File: config.mk
export PLATFORM = sky130hd
export DESIGN_NAME = rmq_front
export DESIGN_NICKNAME = d
export VERILOG_FILES = /design/src/rtl/core/rmq_pkg.sv /design/src/rtl/core/rmq_front.sv
export SDC_FILE = /design/constraint.sdc
export NUM_CORES = 1
export LEC_CHECK = 0
export ABC_CLOCK_PERIOD_IN_PS = 16309
export BUFFER_PORTS_ARGS = -buffer_cell sky130_fd_sc_hd__clkbuf_2
export CORE_MARGIN = 5
export CORE_UTILIZATION = 60
export DETAILED_ROUTE_END_ITERATION = 10
export GPL_TIMING_DRIVEN = 0
export PLACE_DENSITY = 0.84
export SLEW_MARGIN = 20
export SYNTH_ARGS = -nofsm -noshare
export SYNTH_HDL_FRONTEND = slang
export SYNTH_SLANG_ARGS = --single-unit
File: constraint.sdc
create_clock -name vclk -period 16.31
set_input_delay 2.4465 -clock vclk [all_inputs]
set_output_delay 2.4465 -clock vclk [all_outputs]
set_load 0.01 [all_outputs]
File: src/rtl/core/rmq_pkg.sv
`default_nettype none
package rmq_pkg;

   // one input item: the nine matrix elements
   typedef struct packed {
      logic signed [15:0] row0_col0;
      logic signed [15:0] row0_col1;
      logic signed [15:0] row0_col2;
      logic signed [15:0] row1_col0;
      logic signed [15:0] row1_col1;
      logic signed [15:0] row1_col2;
      logic signed [15:0] row2_col0;
      logic signed [15:0] row2_col1;
      logic signed [15:0] row2_col2;
   } req_type;

   // one result item
   typedef struct packed {
      logic signed [15:0] quat_w;
      logic signed [15:0] quat_x;
      logic signed [15:0] quat_y;
      logic signed [15:0] quat_z;
      logic               degenerate;
   } rsp_type;

   localparam int LANES       = 4;
   localparam int CALC_W      = 34;   // element sums and radicand, signed
   localparam int MAG_W       = 32;   // unnormalized magnitudes
   localparam int NORM_W      = 30;   // normalized magnitudes, top in bit 29
   localparam int NORM_TOP    = NORM_W - 1;
   localparam int SHIFT_W     = 5;
   localparam int SUM_W       = 62;   // sum of squares
   localparam int ROOT_W      = 31;   // integer square root
   localparam int QUEUE_DEPTH = 4;
   localparam int QPTR_W      = 2;

   // classified item handed from front to back
   typedef struct packed {
      logic [LANES-1:0][MAG_W-1:0] mag;
      logic [LANES-1:0]            neg;
      logic                        degen;
   } cls_type;

endpackage
`default_nettype wire

File: src/rtl/core/rmq_front.sv
`default_nettype none
module rmq_front
   import rmq_pkg::*;
#(
   parameter int FRAC_BITS = 14
) (
   input  req_type req_data,
   output cls_type cls_data
);

   localparam logic signed [CALC_W-1:0] ONE = CALC_W'(1) << FRAC_BITS;

   logic signed [CALC_W-1:0] m [9];
   logic signed [CALC_W-1:0] trace;
   logic signed [CALC_W-1:0] rad;
   logic signed [CALC_W-1:0] v [LANES];
   logic signed [CALC_W-1:0] absval [LANES];

   always_comb begin
      m[0] = CALC_W'(req_data.row0_col0);
      m[1] = CALC_W'(req_data.row0_col1);
      m[2] = CALC_W'(req_data.row0_col2);
      m[3] = CALC_W'(req_data.row1_col0);
      m[4] = CALC_W'(req_data.row1_col1);
      m[5] = CALC_W'(req_data.row1_col2);
      m[6] = CALC_W'(req_data.row2_col0);
      m[7] = CALC_W'(req_data.row2_col1);
      m[8] = CALC_W'(req_data.row2_col2);
      trace = m[0] + m[4] + m[8];
      // pivot selection on the transposed matrix
      priority if (trace > 0) begin
         rad  = trace + ONE;
         v[0] = rad;
         v[1] = m[7] - m[5];
         v[2] = m[2] - m[6];
         v[3] = m[3] - m[1];
      end else if (m[0] > m[4] && m[0] > m[8]) begin
         rad  = ONE + m[0] - m[4] - m[8];
         v[0] = m[7] - m[5];
         v[1] = rad;
         v[2] = m[1] + m[3];
         v[3] = m[2] + m[6];
      end else if (m[4] > m[8]) begin
         rad  = ONE + m[4] - m[0] - m[8];
         v[0] = m[2] - m[6];
         v[1] = m[1] + m[3];
         v[2] = rad;
         v[3] = m[5] + m[7];
      end else begin
         rad  = ONE + m[8] - m[0] - m[4];
         v[0] = m[3] - m[1];
         v[1] = m[2] + m[6];
         v[2] = m[5] + m[7];
         v[3] = rad;
      end
      for (int c = 0; c < LANES; c++) begin
         cls_data.neg[c] = v[c] < 0;
         absval[c]       = cls_data.neg[c] ? -v[c] : v[c];
         cls_data.mag[c] = absval[c][MAG_W-1:0];
      end
      cls_data.degen = rad <= 0;
   end

endmodule
`default_nettype wire

==> impl_results.html <==
<table>
<tr><th>Metric</th><th>Value</th></tr>
<tr><th colspan="2">Outcome</th></tr>
<tr><td>Outcome</td><td>finished, final reports clean</td></tr>
<tr><th colspan="2">Critical path</th></tr>
<tr><td>Slowest-stage cell, CP</td><td>or4b_2</td></tr>
<tr><td>Critical Path End Type</td><td>primary output</td></tr>
<tr><td>Type of the setup path with the least slack</td><td>primary input to primary output</td></tr>
<tr><td>Largest stage delay, worst path</td><td>slightly above 700 ps</td></tr>
<tr><td>Arrival time at the worst endpoint</td><td>11030 ps</td></tr>
<tr><td>Launching element type of the critical path</td><td>primary input</td></tr>
<tr><td>Largest driver fanout on the critical path</td><td>10</td></tr>
<tr><td>Req. time, crit path</td><td>approximately 14000 ps</td></tr>
<tr><th colspan="2">Timing</th></tr>
<tr><td>Worst rel slew slack</td><td>between 10 and 15%</td></tr>
<tr><td>Final hold violations</td><td>0</td></tr>
<tr><td>Max Fclk</td><td>between 70 and 80 MHz</td></tr>
<tr><td>Number of pins exceeding their max-slew limit in the final report</td><td>0</td></tr>
<tr><td>RSZ-0062 raised after global routing</td><td>no</td></tr>
<tr><td>Ratio of final minimum period to clock period</td><td>between 80% and 90%</td></tr>
<tr><td>Number of setup violations in the final report</td><td>0</td></tr>
<tr><td>Tmin final</td><td>roughly 13000 ps</td></tr>
<tr><td>Pin slew with the least headroom to its limit</td><td>between 1000 and 1500 ps</td></tr>
<tr><td>Setup TNS</td><td>0 ps</td></tr>
<tr><th colspan="2">Place</th></tr>
<tr><td>Final estimated routing congestion in global placement</td><td>about 1.1</td></tr>
<tr><td>Post-detailed-placement half-perimeter wirelength</td><td>~63 mm</td></tr>
<tr><td>Input/output buffers</td><td>224</td></tr>
<tr><th colspan="2">Die</th></tr>
<tr><td>Die boundary height</td><td>about 180 um</td></tr>
<tr><td>Die width</td><td>179 um</td></tr>
<tr><td>Core region area</td><td>27900 um2</td></tr>
<tr><td>Number of core rows</td><td>61</td></tr>
<tr><td>DIE AREA</td><td>32000 um2</td></tr>
<tr><td>Starting density of the core</td><td>between 60% and 70%</td></tr>
<tr><td>Number of top-level pins</td><td>277</td></tr>
<tr><th colspan="2">Final layout</th></tr>
<tr><td>Clock buffer cells</td><td>0</td></tr>
<tr><td>Final sequential cell count</td><td>0</td></tr>
<tr><td>Register area</td><td>0 um2</td></tr>
<tr><td>Area growth from synthesis to layout</td><td>10.6%</td></tr>
<tr><td>Share of cells above drive strength 1</td><td>between 10 and 15%</td></tr>
<tr><td>Layout net count</td><td>between 3000 and 4000</td></tr>
<tr><td>Layout filler cell count</td><td>2288</td></tr>
<tr><td>Area taken by multi-input logic gates</td><td>about 15000 um2</td></tr>
<tr><th colspan="2">Drt</th></tr>
<tr><td>Via density per instance</td><td>about 6.6</td></tr>
<tr><td>Detailed-route wire length</td><td>approximately 75 mm</td></tr>
<tr><td>Detailed-routing iteration count for the pre-antenna-repair pass</td><td>8</td></tr>
<tr><td>WL per Instance</td><td>approximately 25 um</td></tr>
<tr><td>DRC errors left</td><td>0</td></tr>
<tr><td>Via count</td><td>around 20000</td></tr>
<tr><td>Residual antenna-violating net count after detailed routing</td><td>0</td></tr>
<tr><td>Initial DRC Count</td><td>about 2800</td></tr>
<tr><th colspan="2">Min path</th></tr>
<tr><td>Class of the tightest hold or removal check</td><td>primary input to primary output</td></tr>
<tr><th colspan="2">Global routing</th></tr>
<tr><td>Largest net degree at the start of global routing</td><td>11</td></tr>
<tr><td>Number of antenna violations at the first check in global routing</td><td>3</td></tr>
<tr><td>Number of global-route vias before repair</td><td>19200</td></tr>
<tr><td>GRT Residual Overflow</td><td>0</td></tr>
<tr><td>Total track usage</td><td>between 40% and 50%</td></tr>
<tr><td>Wire length of the first global-routing pass</td><td>110 mm</td></tr>
<tr><th colspan="2">Yosys</th></tr>
<tr><td>Portion of the post-synthesis area used by sequential elements</td><td>0%</td></tr>
<tr><td>Post-synthesis cell type count</td><td>100</td></tr>
<tr><td>Synth warn</td><td>0</td></tr>
<tr><td>Cell Area, Synth</td><td>approximately 17000 um2</td></tr>
<tr><td>Mapped Avg Cell Area</td><td>~7 um2</td></tr>
<tr><td>Number of instances in the synthesized netlist</td><td>2378</td></tr>
<tr><th colspan="2">CTS</th></tr>
<tr><td>Post-CTS Hold Buffers</td><td>0</td></tr>
<tr><td>Post-CTS setup buffers</td><td>0</td></tr>
<tr><td>CTS-repair resized insts</td><td>0</td></tr>
<tr><th colspan="2">Run</th></tr>
<tr><td>Max-cap violations</td><td>0</td></tr>
</table>
==> critical path: cells and delay by family <==
family	cells	cell delay, ps
compound gates	11	2870
xor+xnor	2	570
fa+ha+maj	4	1280
buf+inv	11	2560
simple gates	4	1280
==> metal layers <==
layer	vias to the layer above	wire [um]	track usage (%)
li1	8766	-	-
met1	9209	27300	53.3
met2	1551	32500	71.1
met3	386	8790	9.95
met4	4	6350	28.1
met5	-	23	0
==> layout by cell type, fill, tap and decap left out, drive strengths merged, types with 44 or more instances in the layout <==
cell type  count
ha           298
o21ai        127
mux2i         44
conb          53
xor2          72
a21oi        169
nor2         192
fa            77
buf          104
inv          263
nand2        188
nor3          65
xnor2        112
clkbuf       265
==> layout make-up <==
class / instances / area share, %
Inverter: 265 / 5.26
Buffer: 145 / 4.40
Timing Repair Buffer: 225 / 5.98
Tap cell: 378 / 2.50
Antenna cell: 1 / 0.0132
Multi-Input combinational cell: 2020 / 81.8
==> final timing paths <==
check | start | endpoint | slack, ps | cells past startpoint
max | req_data[6] | cls_data[51] | 2840 | 32
min | req_data[48] | cls_data[37] | 5650 | 6
==> metrics by stage <==
step	util (%)	area, um2	hold WS [ps]	cells	setup slack [ps]
floorplan	-	17300	5190	2430	5110
global placement	67.6	18900	5620	3032	3260
detailed placement	67.7	18900	5630	3033	3210
CTS	67.7	18900	5640	3033	3180
global route	67.7	18900	5670	3033	2580
finish	67.7	18900	5650	3034	2840
==> synthesized netlist by cell type (9+ instances only) <==
cell | instances | area (um2)
or3_1 | 15 | 93.8
nand2b_1 | 37 | 231
fa_1 | 77 | 1540
nor4b_1 | 12 | 105
a21oi_1 | 167 | 836
ha_1 | 298 | 3730
o21ai_0 | 118 | 591
o31ai_1 | 22 | 165
nand3_1 | 43 | 215
and3_1 | 16 | 100
o21bai_1 | 18 | 135
nor2_1 | 191 | 717
nor2b_1 | 30 | 188
o211ai_1 | 28 | 210
o41ai_1 | 13 | 114
a2111oi_0 | 9 | 78.8
buf_2 | 33 | 165
o311ai_0 | 14 | 123
nor3_1 | 61 | 305
o21a_1 | 18 | 135
a211o_1 | 12 | 105
buf_4 | 60 | 450
a211oi_1 | 34 | 255
a31oi_1 | 40 | 250
clkbuf_1 | 41 | 154
nand4_1 | 11 | 68.8
nand2_1 | 188 | 706
xor2_1 | 72 | 631
or2_2 | 19 | 119
xnor2_1 | 112 | 981
and2_1 | 20 | 125
mux2i_1 | 44 | 440
a21o_1 | 30 | 225
nor4_1 | 20 | 125
inv_1 | 261 | 980
==> cells by family (layout without fill, tap and decap cells) <==
| logic type | count (synthesis) | count (layout) | synth area share, % |
|---|---|---|---|
| muxes | 51 | 51 | 3.04 |
| other | 1 | 54 | 0.0219 |
| buffers and inverters | 410 | 635 | 10.7 |
| adders and majority gates | 375 | 375 | 30.8 |
| xor gates and xnor gates | 184 | 184 | 9.42 |
| and+or+nand+nor | 716 | 716 | 20.8 |
| AOI/OAI and AO/OA | 641 | 641 | 25.2 |
