**config.mk**
```make
export PLATFORM = sky130hd
export DESIGN_NAME = rmq_queue
export DESIGN_NICKNAME = d
export VERILOG_FILES = /design/src/rtl/core/rmq_pkg.sv /design/src/rtl/core/rmq_queue.sv
export SDC_FILE = /design/constraint.sdc
export NUM_CORES = 1
export LEC_CHECK = 0
export BUFFER_PORTS_ARGS = -buffer_cell sky130_fd_sc_hd__buf_2
export CAP_MARGIN = 20
export CORE_MARGIN = 1.5
export CORE_UTILIZATION = 35
export DETAILED_ROUTE_END_ITERATION = 10
export SETUP_SLACK_MARGIN = 0.02
export SYNTH_ARGS = -nofsm -noshare
export SYNTH_HDL_FRONTEND = slang
export SYNTH_SLANG_ARGS = --single-unit
```
**constraint.sdc**
```tcl
create_clock -name clock -period 4.1 [get_ports clock]
set_input_delay 0.205 -clock clock [delete_from_list [all_inputs] [get_ports clock]]
set_output_delay 0.205 -clock clock [all_outputs]
set_load 0.05 [all_outputs]
```
**src/rtl/core/rmq_pkg.sv**
```systemverilog
`default_nettype none
package rmq_pkg;

   // one input item: the nine matrix elements
   typedef struct packed {
      logic signed [15:0] row0_col0;
      logic signed [15:0] row0_col1;
      logic signed [15:0] row0_col2;
      logic signed [15:0] row1_col0;
      logic signed [15:0] row1_col1;
      logic signed [15:0] row1_col2;
      logic signed [15:0] row2_col0;
      logic signed [15:0] row2_col1;
      logic signed [15:0] row2_col2;
   } req_type;

   // one result item
   typedef struct packed {
      logic signed [15:0] quat_w;
      logic signed [15:0] quat_x;
      logic signed [15:0] quat_y;
      logic signed [15:0] quat_z;
      logic               degenerate;
   } rsp_type;

   localparam int LANES       = 4;
   localparam int CALC_W      = 34;   // element sums and radicand, signed
   localparam int MAG_W       = 32;   // unnormalized magnitudes
   localparam int NORM_W      = 30;   // normalized magnitudes, top in bit 29
   localparam int NORM_TOP    = NORM_W - 1;
   localparam int SHIFT_W     = 5;
   localparam int SUM_W       = 62;   // sum of squares
   localparam int ROOT_W      = 31;   // integer square root
   localparam int QUEUE_DEPTH = 4;
   localparam int QPTR_W      = 2;

   // classified item handed from front to back
   typedef struct packed {
      logic [LANES-1:0][MAG_W-1:0] mag;
      logic [LANES-1:0]            neg;
      logic                        degen;
   } cls_type;

endpackage
`default_nettype wire

```
**src/rtl/core/rmq_queue.sv**
```systemverilog
`default_nettype none
module rmq_queue
   import rmq_pkg::*;
(
   input  logic    clock,
   input  logic    reset,
   input  logic    push,
   input  cls_type wdata,
   output logic    full,
   input  logic    pop,
   output cls_type rdata,
   output logic    empty
);

   cls_type             mem_ff [QUEUE_DEPTH];
   logic [QPTR_W-1:0]   wr_ff, wr_in;
   logic [QPTR_W-1:0]   rd_ff, rd_in;
   logic [QPTR_W:0]     cnt_ff, cnt_in;
   logic                push_ok, pop_ok;

   assign full    = cnt_ff == (QPTR_W+1)'(QUEUE_DEPTH);
   assign empty   = cnt_ff == '0;
   assign push_ok = push && !full;
   assign pop_ok  = pop && !empty;
   assign rdata   = mem_ff[rd_ff];

   always_comb begin
      wr_in  = push_ok ? wr_ff + 1'b1 : wr_ff;
      rd_in  = pop_ok ? rd_ff + 1'b1 : rd_ff;
      cnt_in = cnt_ff + (QPTR_W+1)'(push_ok) - (QPTR_W+1)'(pop_ok);
   end

   always_ff @(posedge clock) begin
      if (reset) begin
         wr_ff  <= '0;
         rd_ff  <= '0;
         cnt_ff <= '0;
      end else begin
         wr_ff  <= wr_in;
         rd_ff  <= rd_in;
         cnt_ff <= cnt_in;
      end
   end

   always_ff @(posedge clock) begin
      if (push_ok) begin
         mem_ff[wr_ff] <= wdata;
      end
   end

endmodule
`default_nettype wire

```
==> results of run 1 <==
worst min path at each step:
| stage | from | endpoint | depth (start not counted) |
|---|---|---|---|
| after floorplan | wdata[0] | mem_ff[0][0] | 0 |
| final | wdata[68] | mem_ff[1][68] | 2 |
| after CTS | wdata[33] | mem_ff[0][33] | 2 |
| after global placement | wdata[69] | mem_ff[0][69] | 1 |
| after detailed placement | wdata[17] | mem_ff[2][17] | 1 |
| after global routing | wdata[18] | mem_ff[3][18] | 2 |
cells by family (layout without fill, tap and decap cells):
group           Yosys count  after routing  synth area share
other cells               0              5                 0
compound gates            5              5          0.001402
xor+xnor                  3              3          0.001338
buf+inv                  39            541           0.01185
mux                     134            134            0.1531
fa+ha+maj                 7              7          0.004843
flops                   541            541            0.8227
simple gates             17             17          0.004778
cells in the mapped netlist (all sizes together) (4+ instances only):
master	number
dfxtp	9
and2	4
mux4	133
ha	6
nor2	4
buf	24
inv	8
clkbuf	7
edfxtp	532
worst max-delay path: stages (launching register included):
cell and delay (ns):
dfxtp_4 0.92, buf_4 0.39, mux4_2 0.55, buf_2 0.23
final cells by class:
class / count / area, µm²
Clock buffer: 65 / 1456
Tap cell: 748 / 935.9
Multi-Input combinational cell: 166 / 3258
Sequential cell: 541 / 16160
Clock inverter: 37 / 345.3
Antenna cell: 5 / 12.51
Fill cell: 4708 / 30070
Timing Repair Buffer: 431 / 3035
Inverter: 8 / 30.03
power breakdown:
part / total (µW) / leakage, µW / internal [µW] / switching [µW]
Sequential: 6890 / 0.00495 / 6640 / 248
Combinational: 5000 / 0.00264 / 1620 / 3380
Clock: 4970 / 0.000881 / 2910 / 2050
per-stage QoR:
step | instances | setup WS, ns | area, µm²
finish | 2001 | 1.163 | 25240
global route | 2000 | 0.9332 | 25230
CTS | 1996 | 1.029 | 25220
detailed placement | 1758 | 1.626 | 22060
global placement | 1758 | 1.625 | 22060
floorplan | 746 | 0.6445 | 19640
what timing repair did:
action | in CTS | in global routing
hold buffers | 136 | 0
endpoints found under the setup margin | 0 | 0
hold endpoints to repair | 541 | 0
layer usage:
metal | up-vias | GRT usage | wire [µm] | part of all wire
li1 | 4153 | - | - | -
met4 | 4 | 0.04326 | 883 | 0.022
met2 | 249 | 0.2200 | 18680 | 0.47
met5 | - | 0 | 27 | 0.00067
met1 | 4907 | 0.1889 | 17380 | 0.43
met3 | 72 | 0.04237 | 3138 | 0.078
flip-flops by register name (all words and copies together), names as in the netlist, named ones only:
name,flops
mem_ff,532
cnt_ff,3
rd_ff,2
wr_ff,2
==> results by group, run 1 <==
Timing
  • Slew headroom: 0.4166
  • Final Slew Violations: 0
  • Final min period: 2.937 ns
  • Setup Total Neg Slack: 0 ns
  • Period utilisation layout: 0.7165
  • Clk_skew: 0.02058 ns
  • Min Hold Slack: 0.3626 ns
  • Final setup violation count: 0
  • Worst slew pin tran: 0.8751 ns
  • Final Hold Vio Count: 0
  • RSZ-0062 raised after global routing: no
  • Fmax: 340.4 MHz

Global route
  • Largest net degree at the start of global routing: 70
  • Global-route wire length before repair: 60670 µm
  • Gr usage total: 0.1404
  • Number of global-route vias before repair: 10300
  • Initial antenna violation count: 6
  • Remaining Overflow, GRT: 0

Detailed routing
  • Via count: 9385
  • Starting DRC count in detailed routing: 521
  • Remaining antenna violation count: 0
  • Pre-Repair DR Iteration Count: 4
  • WL per Instance: 20.05 µm
  • Final WL: 40110 µm
  • Via-to-Cell Ratio: 4.690
  • DRC Markers: 0

Clocking
  • TritonCTS Buffers: 57
  • Clk Tree Root Cell: clkbuf_16
  • Post-CTS sizing: 0
  • Worst skew pair latency: 0.59 ns
  • CTS sink count: 541
  • Clk slew on worst S/H paths: 0.06 ns
  • Max clock buf depth: 3
  • CTS H-tree lvls: 2
  • CTS tree: done
  • Postcts setup bufs: 0

Synthesis
  • Seq/Total Area, Yosys: 0.8227
  • Area leader, netlist: edfxtp_1
  • Count of cell types in the netlist: 23
  • Mapped cell area: 19640 µm²
  • Post-synth top area share: 0.8136
  • Seq cells post-synth: 541
  • Net count after synthesis: 890
  • EDFF count, synth: 532
  • FFs w/ async S/R, synth: 0
  • Avg Cell Area, Syn: 26.32 µm²
  • Synth Instances: 746
  • Synth top area cells: edfxtp_1, mux4_2, dfxtp_1, buf_6, buf_2
  • Most used DFF post-synth: edfxtp_1
  • Yosys warns: 0

Min path
  • Worst hold path type: in2reg

Pwr
  • PwrDens: 668.0 nW/µm²
  • VDD IR max: 0.5668 mV
  • Leak pwr: 0.008471 µW
  • Tot Pwr: 16860 µW

Floorplan
  • Core ar.: 55310 µm²
  • Die H: 239.9 µm
  • Standard-cell row count: 86
  • DIE AREA: 57530 µm²
  • Initial Utilization: 0.3550
  • Die Wd: 239.9 µm
  • # IOs: 272

Setup path
  • Required time worst endpoint: 3.89 ns
  • Reg2Reg Depth: 4
  • FF-to-FF Start: cnt_ff[2]
  • Setup Crit Path Kind: reg2out
  • Termination of the worst setup path: rdata[116]
  • Critical Path Start Type: register
  • FF-to-FF End: mem_ff[2][112]
  • Worst EP arrival: 2.73 ns
  • Largest fanout on the critical path: 38
  • Worst setup EP type: primary output
  • Flop-to-flop setup slack: 1.66 ns

Cells and area
  • Post-layout net count: 1349
  • Commonest non-fill, non-tap cell in the layout: edfxtp_1
  • Commonest cells after routing, fill and taps aside: edfxtp_1, buf_2, dlygate4sd3_1
  • Fraction of layout cells with a size suffix above 1: 0.4167
  • Area delta synth->final: 28.52%
  • Util after Layout: 0.4563

Place
  • Gp weighted congestion: 0.7614
  • DP HPWL: 23670 µm
  • Port Buf Inserts: 271

Flow run
  • Max Cap Viol: 0

Status
  • Outcome: finished, final reports clean
(Power assumes the default switching activity.)
==> inputs of run 2 (changes only) <==
--- a/config.mk
+++ b/config.mk
@@ -5,6 +5,7 @@
 export SDC_FILE = /design/constraint.sdc
 export NUM_CORES = 1
 export LEC_CHECK = 0
+export ABC_AREA = 1
 export BUFFER_PORTS_ARGS = -buffer_cell sky130_fd_sc_hd__buf_2
 export CAP_MARGIN = 20
 export CORE_MARGIN = 1.5
==> constraint.sdc (replaced) <==
create_clock -name clock -period 2.8 [get_ports clock]
set_input_delay 0.14 -clock clock [delete_from_list [all_inputs] [get_ports clock]]
set_output_delay 0.14 -clock clock [all_outputs]
set_load 0.05 [all_outputs]
==> run 2 against run 1 <==
Compared with the run above:
- wire length is 16% higher
- die area is 2.9% higher
- critical path depth is 2 higher
- sequential power is 47% higher
- design area is 1.4% higher
- clock power is 47% higher
- sequential share of layout area is 0.90 points lower
- first-iteration DRC count is 53% higher
- clock-buffer cell count is 5 higher
- synthesized area is 2.9% higher
- sequential cell count stayed put
- critical endpoint is now rdata[95]
==> results by group, run 2 <==
Cells and area
  • Fraction of layout cells with a size suffix above 1: 0.2174 (-0.1993)
  • Commonest non-fill, non-tap cell in the layout: edfxtp_1
  • Commonest cells after routing, fill and taps aside: edfxtp_1, nor2_1, buf_2
  • Fill count: 5026 (+6.8%)
  • Finished Cell Area: 25600 µm² (+1.4%)
  • Multi-input logic area: 3442 µm² (+5.6%)
  • Biggest regs: mem_ff x532, cnt_ff x3
  • Sequential Area: 16170 µm² (about the same)
  • Max FFs per register: 532 (unchanged)
  • Post-layout net count: 1905 (+41%)
  • Biggest register: mem_ff
  • Post-Layout Cell Count: 2565 (+28%)
  • Area delta synth->final: 26.71%

Clocking
  • Max clock buf depth: 3 (unchanged)
  • TritonCTS Buffers: 57 (unchanged)
  • CTS H-tree lvls: 2 (unchanged)
  • CTS sink count: 541 (unchanged)
  • Postcts setup bufs: 0 (unchanged)
  • CTS tree: done
  • Worst skew pair latency: 0.60 ns (about the same)
  • Clk slew on worst S/H paths: 0.06 ns (about the same)
  • Clk Tree Root Cell: clkbuf_16
  • Hold-fix buffers, CTS: 136 (unchanged)
  • Post-CTS sizing: 0 (unchanged)

Place
  • # placed instances: 2322 (+32%)
  • DP HPWL: 25630 µm (+8.3%)
  • Port Buf Inserts: 271 (unchanged)
  • Gp weighted congestion: 0.7428 (-2.4%)
  • Placed cell area: 22410 µm² (+1.6%)

Detailed routing
  • WL per Instance: 18.20 µm (-9.2%)
  • Final WL: 46680 µm (+16%)
  • Via count: 12510 (+33%)
  • Via-to-Cell Ratio: 4.878 (+4.0%)
  • DRC Markers: 0 (unchanged)
  • Pre-Repair DR Iteration Count: 5 (+1)
  • Starting DRC count in detailed routing: 796 (+53%)
  • Remaining antenna violation count: 0 (unchanged)

Floorplan
  • Initial Utilization: 0.3563 (+0.001220)
  • # IOs: 272 (unchanged)
  • DIE AREA: 59180 µm² (+2.9%)
  • Core ar.: 56710 µm² (+2.5%)
  • Die H: 243.3 µm (+1.4%)
  • Standard-cell row count: 87 (+1.2%)
  • Die Wd: 243.3 µm (+1.4%)

Setup path
  • Worst EP arrival: 2.37 ns (-0.36 ns)
  • Largest fanout on the critical path: 35 (-7.9%)
  • Required time worst endpoint: 2.66 ns (-1.23 ns)
  • Critical Path Start Type: register
  • Setup Crit Path Kind: reg2out
  • Worst setup EP type: primary output

Synthesis
  • Count of cell types in the netlist: 19 (-17%)
  • Cell with the most instances after synthesis: edfxtp_1
  • FFs w/ async S/R, synth: 0 (unchanged)
  • Seq cells post-synth: 541 (unchanged)
  • Yosys warns: 0 (unchanged)
  • Synth top area cells: edfxtp_1, nor2_1, o22ai_1, o21ai_0, o21ai_1
  • Synth Instances: 1354 (+82%)
  • EDFF count, synth: 532 (unchanged)
  • Commonest cells in the netlist: edfxtp_1, nor2_1, o21ai_0, o22ai_1, o21ai_1
  • Post-synth top area share: 0.7907 (-0.02287)
  • Area leader, netlist: edfxtp_1
  • Avg Cell Area, Syn: 14.92 µm² (-43%)
  • Seq/Total Area, Yosys: 0.7996 (-0.02313)
  • Net count after synthesis: 1498 (+68%)
  • Mapped cell area: 20200 µm² (+2.9%)
  • Most used DFF post-synth: edfxtp_1

Global route
  • Gr usage total: 0.1558 (+0.01535)
  • Largest net degree at the start of global routing: 109 (+56%)
  • Remaining Overflow, GRT: 0 (unchanged)
  • Global-route wire length before repair: 71900 µm (+19%)
  • Number of global-route vias before repair: 12560 (+22%)
  • Initial antenna violation count: 5 (-1)

Flow run
  • Max Cap Viol: 0 (unchanged)

Timing
  • Final Hold Vio Count: 0 (unchanged)
  • Final Slew Violations: 0 (unchanged)
  • Period utilisation layout: 0.8967
  • Worst slew pin tran: 0.7112 ns (-0.1640 ns)
  • Final setup violation count: 0 (unchanged)
  • Min Hold Slack: 0.2878 ns (-0.07479 ns)
  • Slew headroom: 0.5259 (+0.1093)
  • Setup Total Neg Slack: 0 ns (unchanged)
  • Fmax: 398.3 MHz
  • Clk_skew: 0.02822 ns (+0.007644 ns)
  • Final min period: 2.511 ns
  • RSZ-0062 raised after global routing: no

Pwr
  • Leak pwr: 0.008938 µW (+5.5%)
  • VDD IR max: 0.5316 mV (-6.2%)
  • PwrDens: 982.4 nW/µm² (+47%)
  • Tot Pwr: 25150 µW (+49%)

Status
  • Outcome: finished, final reports clean

Min path
  • Worst hold path type: in2reg
run 2: cell count changes in the layout (fill, tap and decap cells not counted), moves of 5 or more:
cell,change
inv_1,+10
mux4_2,-133
clkinv_1,+5
buf_12,+6
clkinv_2,-5
o21ai_0,+147
nor2_1,+271
o21ai_1,+117
o22ai_1,+133
nand2_1,+9
run 2: area by class of cell:
type	count	share of cell area
Clock buffer	70	0.05928
Tap cell	756	0.03695
Inverter	20	0.003323
Timing Repair Buffer	434	0.1224
Clock inverter	36	0.01207
Antenna cell	1	0.00009775
Sequential cell	541	0.6314
Multi-Input combinational cell	707	0.1345
run 2: worst paths after layout:
check / start / end / slack, ns / cells past startpoint
hold reg to reg: rd_ff[0] / rd_ff[0] / 0.49 / 2
setup / recovery: register / rdata[95] / 0.29 / 5
hold / removal: wdata[123] / mem_ff[2][123] / 0.29 / 2
setup reg to reg: cnt_ff[0] / cnt_ff[2] / 0.90 / 10
run 2: kinds of logic (layout without fill, tap and decap cells):
logic type,Yosys count,count (layout),share of synthesized area
AOI/OAI and AO/OA,404,404,0.1083
other,0,1,0
DFF,541,541,0.7996
adders and majority gates,7,7,0.004706
buffers and inverters,106,560,0.03214
and+or+nand+nor,296,296,0.05524
run 2: critical path: stages (launching register included):
cell and delay, ns:
dfxtp_4 0.43, inv_4 0.39, buf_4 0.34, o21ai_1 0.11, o22ai_1 0.20, buf_2 0.31
run 2: routing by layer:
metal	vias up	wire, µm	part of all wire	GRT usage
li1	5949	-	-	-
met1	6173	20330	0.44	0.2038
met2	316	22300	0.48	0.2557
met3	70	2941	0.063	0.03911
met4	4	1075	0.023	0.04658
met5	-	24	0.00051	0
run 2: power by group:
group          internal (µW)  switching, µW
clock network           4300           2990
logic                   1730           6070
registers               9860            204
run 2: per-stage QoR:
stage                     setup slack [ns]  utilization
after floorplan                    -0.2037            -
after global placement              0.8892       0.3952
after detailed placement            0.8563       0.3952
after CTS                           0.2170       0.4514
after global routing                0.1531       0.4514
final                               0.2893       0.4514
==> inputs of run 3 (changes only) <==
--- a/config.mk
+++ b/config.mk
@@ -9,9 +9,11 @@
 export BUFFER_PORTS_ARGS = -buffer_cell sky130_fd_sc_hd__buf_2
 export CAP_MARGIN = 20
 export CORE_MARGIN = 1.5
-export CORE_UTILIZATION = 35
+export CORE_UTILIZATION = 50
 export DETAILED_ROUTE_END_ITERATION = 10
+export PLACE_DENSITY = 0.74
 export SETUP_SLACK_MARGIN = 0.02
 export SYNTH_ARGS = -nofsm -noshare
 export SYNTH_HDL_FRONTEND = slang
 export SYNTH_SLANG_ARGS = --single-unit
+export TNS_END_PERCENT = 10
==> constraint.sdc (replaced) <==
create_clock -name clock -period 2.1 [get_ports clock]
set_input_delay 0.105 -clock clock [delete_from_list [all_inputs] [get_ports clock]]
set_output_delay 0.105 -clock clock [all_outputs]
set_load 0.05 [all_outputs]
==> run 3 against run 2 <==
Compared with the run above:
- the run now ends with negative setup slack left
- combinational power increased by 67%
- largest power group unchanged
- register-to-register slack got worse by 0.68 ns
- critical path depth increased by 1
- final cell count decreased by 7.0%
- largest cell class unchanged
- first-iteration DRC count increased by 35%
==> results by group, run 3 (synthesis results as in run 2) <==
Status
  • Outcome: finished, violations left
  • Failing checks: negative setup slack

Pwr
  • Leak pwr: 0.009590 µW (+7.3%)
  • Tot Pwr: 35640 µW (+42%)
  • PwrDens: 1325 nW/µm² (+35%)
  • VDD IR max: 1.118 mV (+110%)

Timing
  • Period utilisation layout: 1.032
  • Final setup violation count: 30 (+30)
  • PnR worst setup slack: -0.06641 ns (-0.3557 ns)
  • Min Hold Slack: 0.2502 ns (-0.03756 ns)
  • Clk_skew: 0.02984 ns (+0.001618 ns)
  • Fmax: 461.6 MHz
  • Final Slew Violations: 0 (unchanged)
  • RSZ-0062 raised after global routing: yes
  • Final min period: 2.166 ns
  • Worst slew pin tran: 0.5141 ns (-0.1970 ns)
  • Final Hold Vio Count: 0 (unchanged)
  • Slew headroom: 0.6572 (+0.1313)

Floorplan
  • DIE AREA: 41620 µm² (-30%)
  • Die H: 204.0 µm (-16%)
  • Standard-cell row count: 73 (-16%)
  • Initial Utilization: 0.5074 (+0.1511)
  • Core ar.: 39820 µm² (-30%)
  • # IOs: 272 (unchanged)
  • Die Wd: 204.0 µm (-16%)

Global route
  • Gr usage total: 0.2355 (+0.07973)
  • Remaining Overflow, GRT: 0 (unchanged)
  • Largest net degree at the start of global routing: 72 (-34%)
  • Global-route wire length before repair: 74390 µm (+3.5%)
  • Initial antenna violation count: 3 (-2)
  • Number of global-route vias before repair: 13630 (+8.5%)

Clocking
  • CTS H-tree lvls: 2 (unchanged)
  • CTS sink count: 541 (unchanged)
  • Clk Tree Root Cell: clkbuf_16
  • Clk slew on worst S/H paths: 0.06 ns (about the same)
  • Max clock buf depth: 3 (unchanged)
  • Worst skew pair latency: 0.59 ns (about the same)
  • CTS tree: done
  • TritonCTS Buffers: 52 (-8.8%)

Flow run
  • Max Cap Viol: 0 (unchanged)

Detailed routing
  • Starting DRC count in detailed routing: 1073 (+35%)
  • Remaining antenna violation count: 0 (unchanged)
  • DRC Markers: 0 (unchanged)
  • Final WL: 51760 µm (+11%)
  • Via count: 13490 (+7.8%)
  • Via-to-Cell Ratio: 5.653 (+16%)
  • WL per Instance: 21.69 µm (+19%)
  • Pre-Repair DR Iteration Count: 5 (unchanged)

Cells and area
  • Max FFs per register: 532 (unchanged)
  • Util after Layout: 0.6756 (+0.2242)
  • Area delta synth->final: 33.17%
  • Biggest regs: mem_ff x532, cnt_ff x3
  • Fraction of layout cells with a size suffix above 1: 0.2639 (+0.04650)
  • Biggest register: mem_ff
  • Commonest non-fill, non-tap cell in the layout: edfxtp_1
  • Post-layout net count: 1960 (+2.9%)
  • Commonest cells after routing, fill and taps aside: edfxtp_1, nor2_1, buf_2

Setup path
  • Reg2Reg Depth: 10 (unchanged)
  • Worst setup EP type: primary output
  • Largest fanout on the critical path: 18 (-49%)
  • Critical Path Start Type: register
  • Setup Crit Path Kind: reg2out
  • Worst EP arrival: 2.06 ns (-0.31 ns)
  • Required time worst endpoint: 2.00 ns (-0.66 ns)

Place
  • DP HPWL: 24270 µm (-5.3%)
  • Port Buf Inserts: 271 (unchanged)
  • Gp weighted congestion: 0.7480 (+0.70%)

Min path
  • Worst hold path type: in2reg
  • Hold depth: 3 (+1)
-- run 3: cell types whose count changed in the layout (fill, tap and decap cells not counted), sizes merged --
cell and change:
buf +52, clkbuf +5, clkinv -5, diode +3, clkinvlp -2, inv -1
-- run 3: power breakdown --
part | total, µW | switching, µW | internal [µW]
registers | 13500 | 318 | 13100
clock network | 9150 | 3870 | 5280
logic | 13000 | 8870 | 4170
total | 35600 | 13100 | 22600
-- run 3: cell type report --
class	instances	area (µm²)
diodes	4	10.01
clock buffers	67	1389
clock inverters	28	275.3
fillers	2533	12920
inverters	20	100.1
multi-input cells	707	3675
flip-flops and latches	541	16170
well taps	525	656.9
repair buffers	494	4634
-- run 3: through the flow --
step                setup slack (ns)  instance area, µm²  TNS (ns)  instances
finish                      -0.06641               26910   -0.5125       2386
global route                 -0.1112               26900    -6.554       2385
CTS                         -0.08310               26190    -3.620       2360
detailed placement            0.1731               22300         0       2106
global placement              0.2162               22300         0       2106
floorplan                    -0.9037               20250   -472.90       1354
-- run 3: what timing repair did --
action | CTS | global route
pin swaps | 22 | 66
gates resized for setup | 182 | 117
gates cloned | 7 | 9
endpoints found under the setup margin | 133 | 134
hold buffers | 136 | 0
setup buffers | 16 | 14
hold endpoints to repair | 541 | 0
-- run 3: worst max-delay path, stage by stage (launching register included) --
cell and delay [ns]:
dfxtp_4 0.51, buf_12 0.19, buf_12 0.11, buf_16 0.14
nor2_1 0.08, o22ai_1 0.19, buf_4 0.25
-- run 3: final timing paths --
| check | start | to | slack, ns |
|---|---|---|---|
| worst max-delay path | register | rdata[63] | -0.07 |
| worst min-delay path | reset | cnt_ff[1] | 0.25 |
| worst max register to register | cnt_ff[0] | cnt_ff[2] | 0.22 |
| worst min register to register | rd_ff[0] | register | 0.48 |
-- run 3: metal layers --
layer / GRT usage / vias to the layer above / share of wire
met3: 0.05979 / 111 / 0.078
met5: 0 / - / 0
met2: 0.4018 / 614 / 0.51
met4: 0.09034 / 0 / 0.029
li1: - / 6067 / -
met1: 0.2891 / 6697 / 0.38
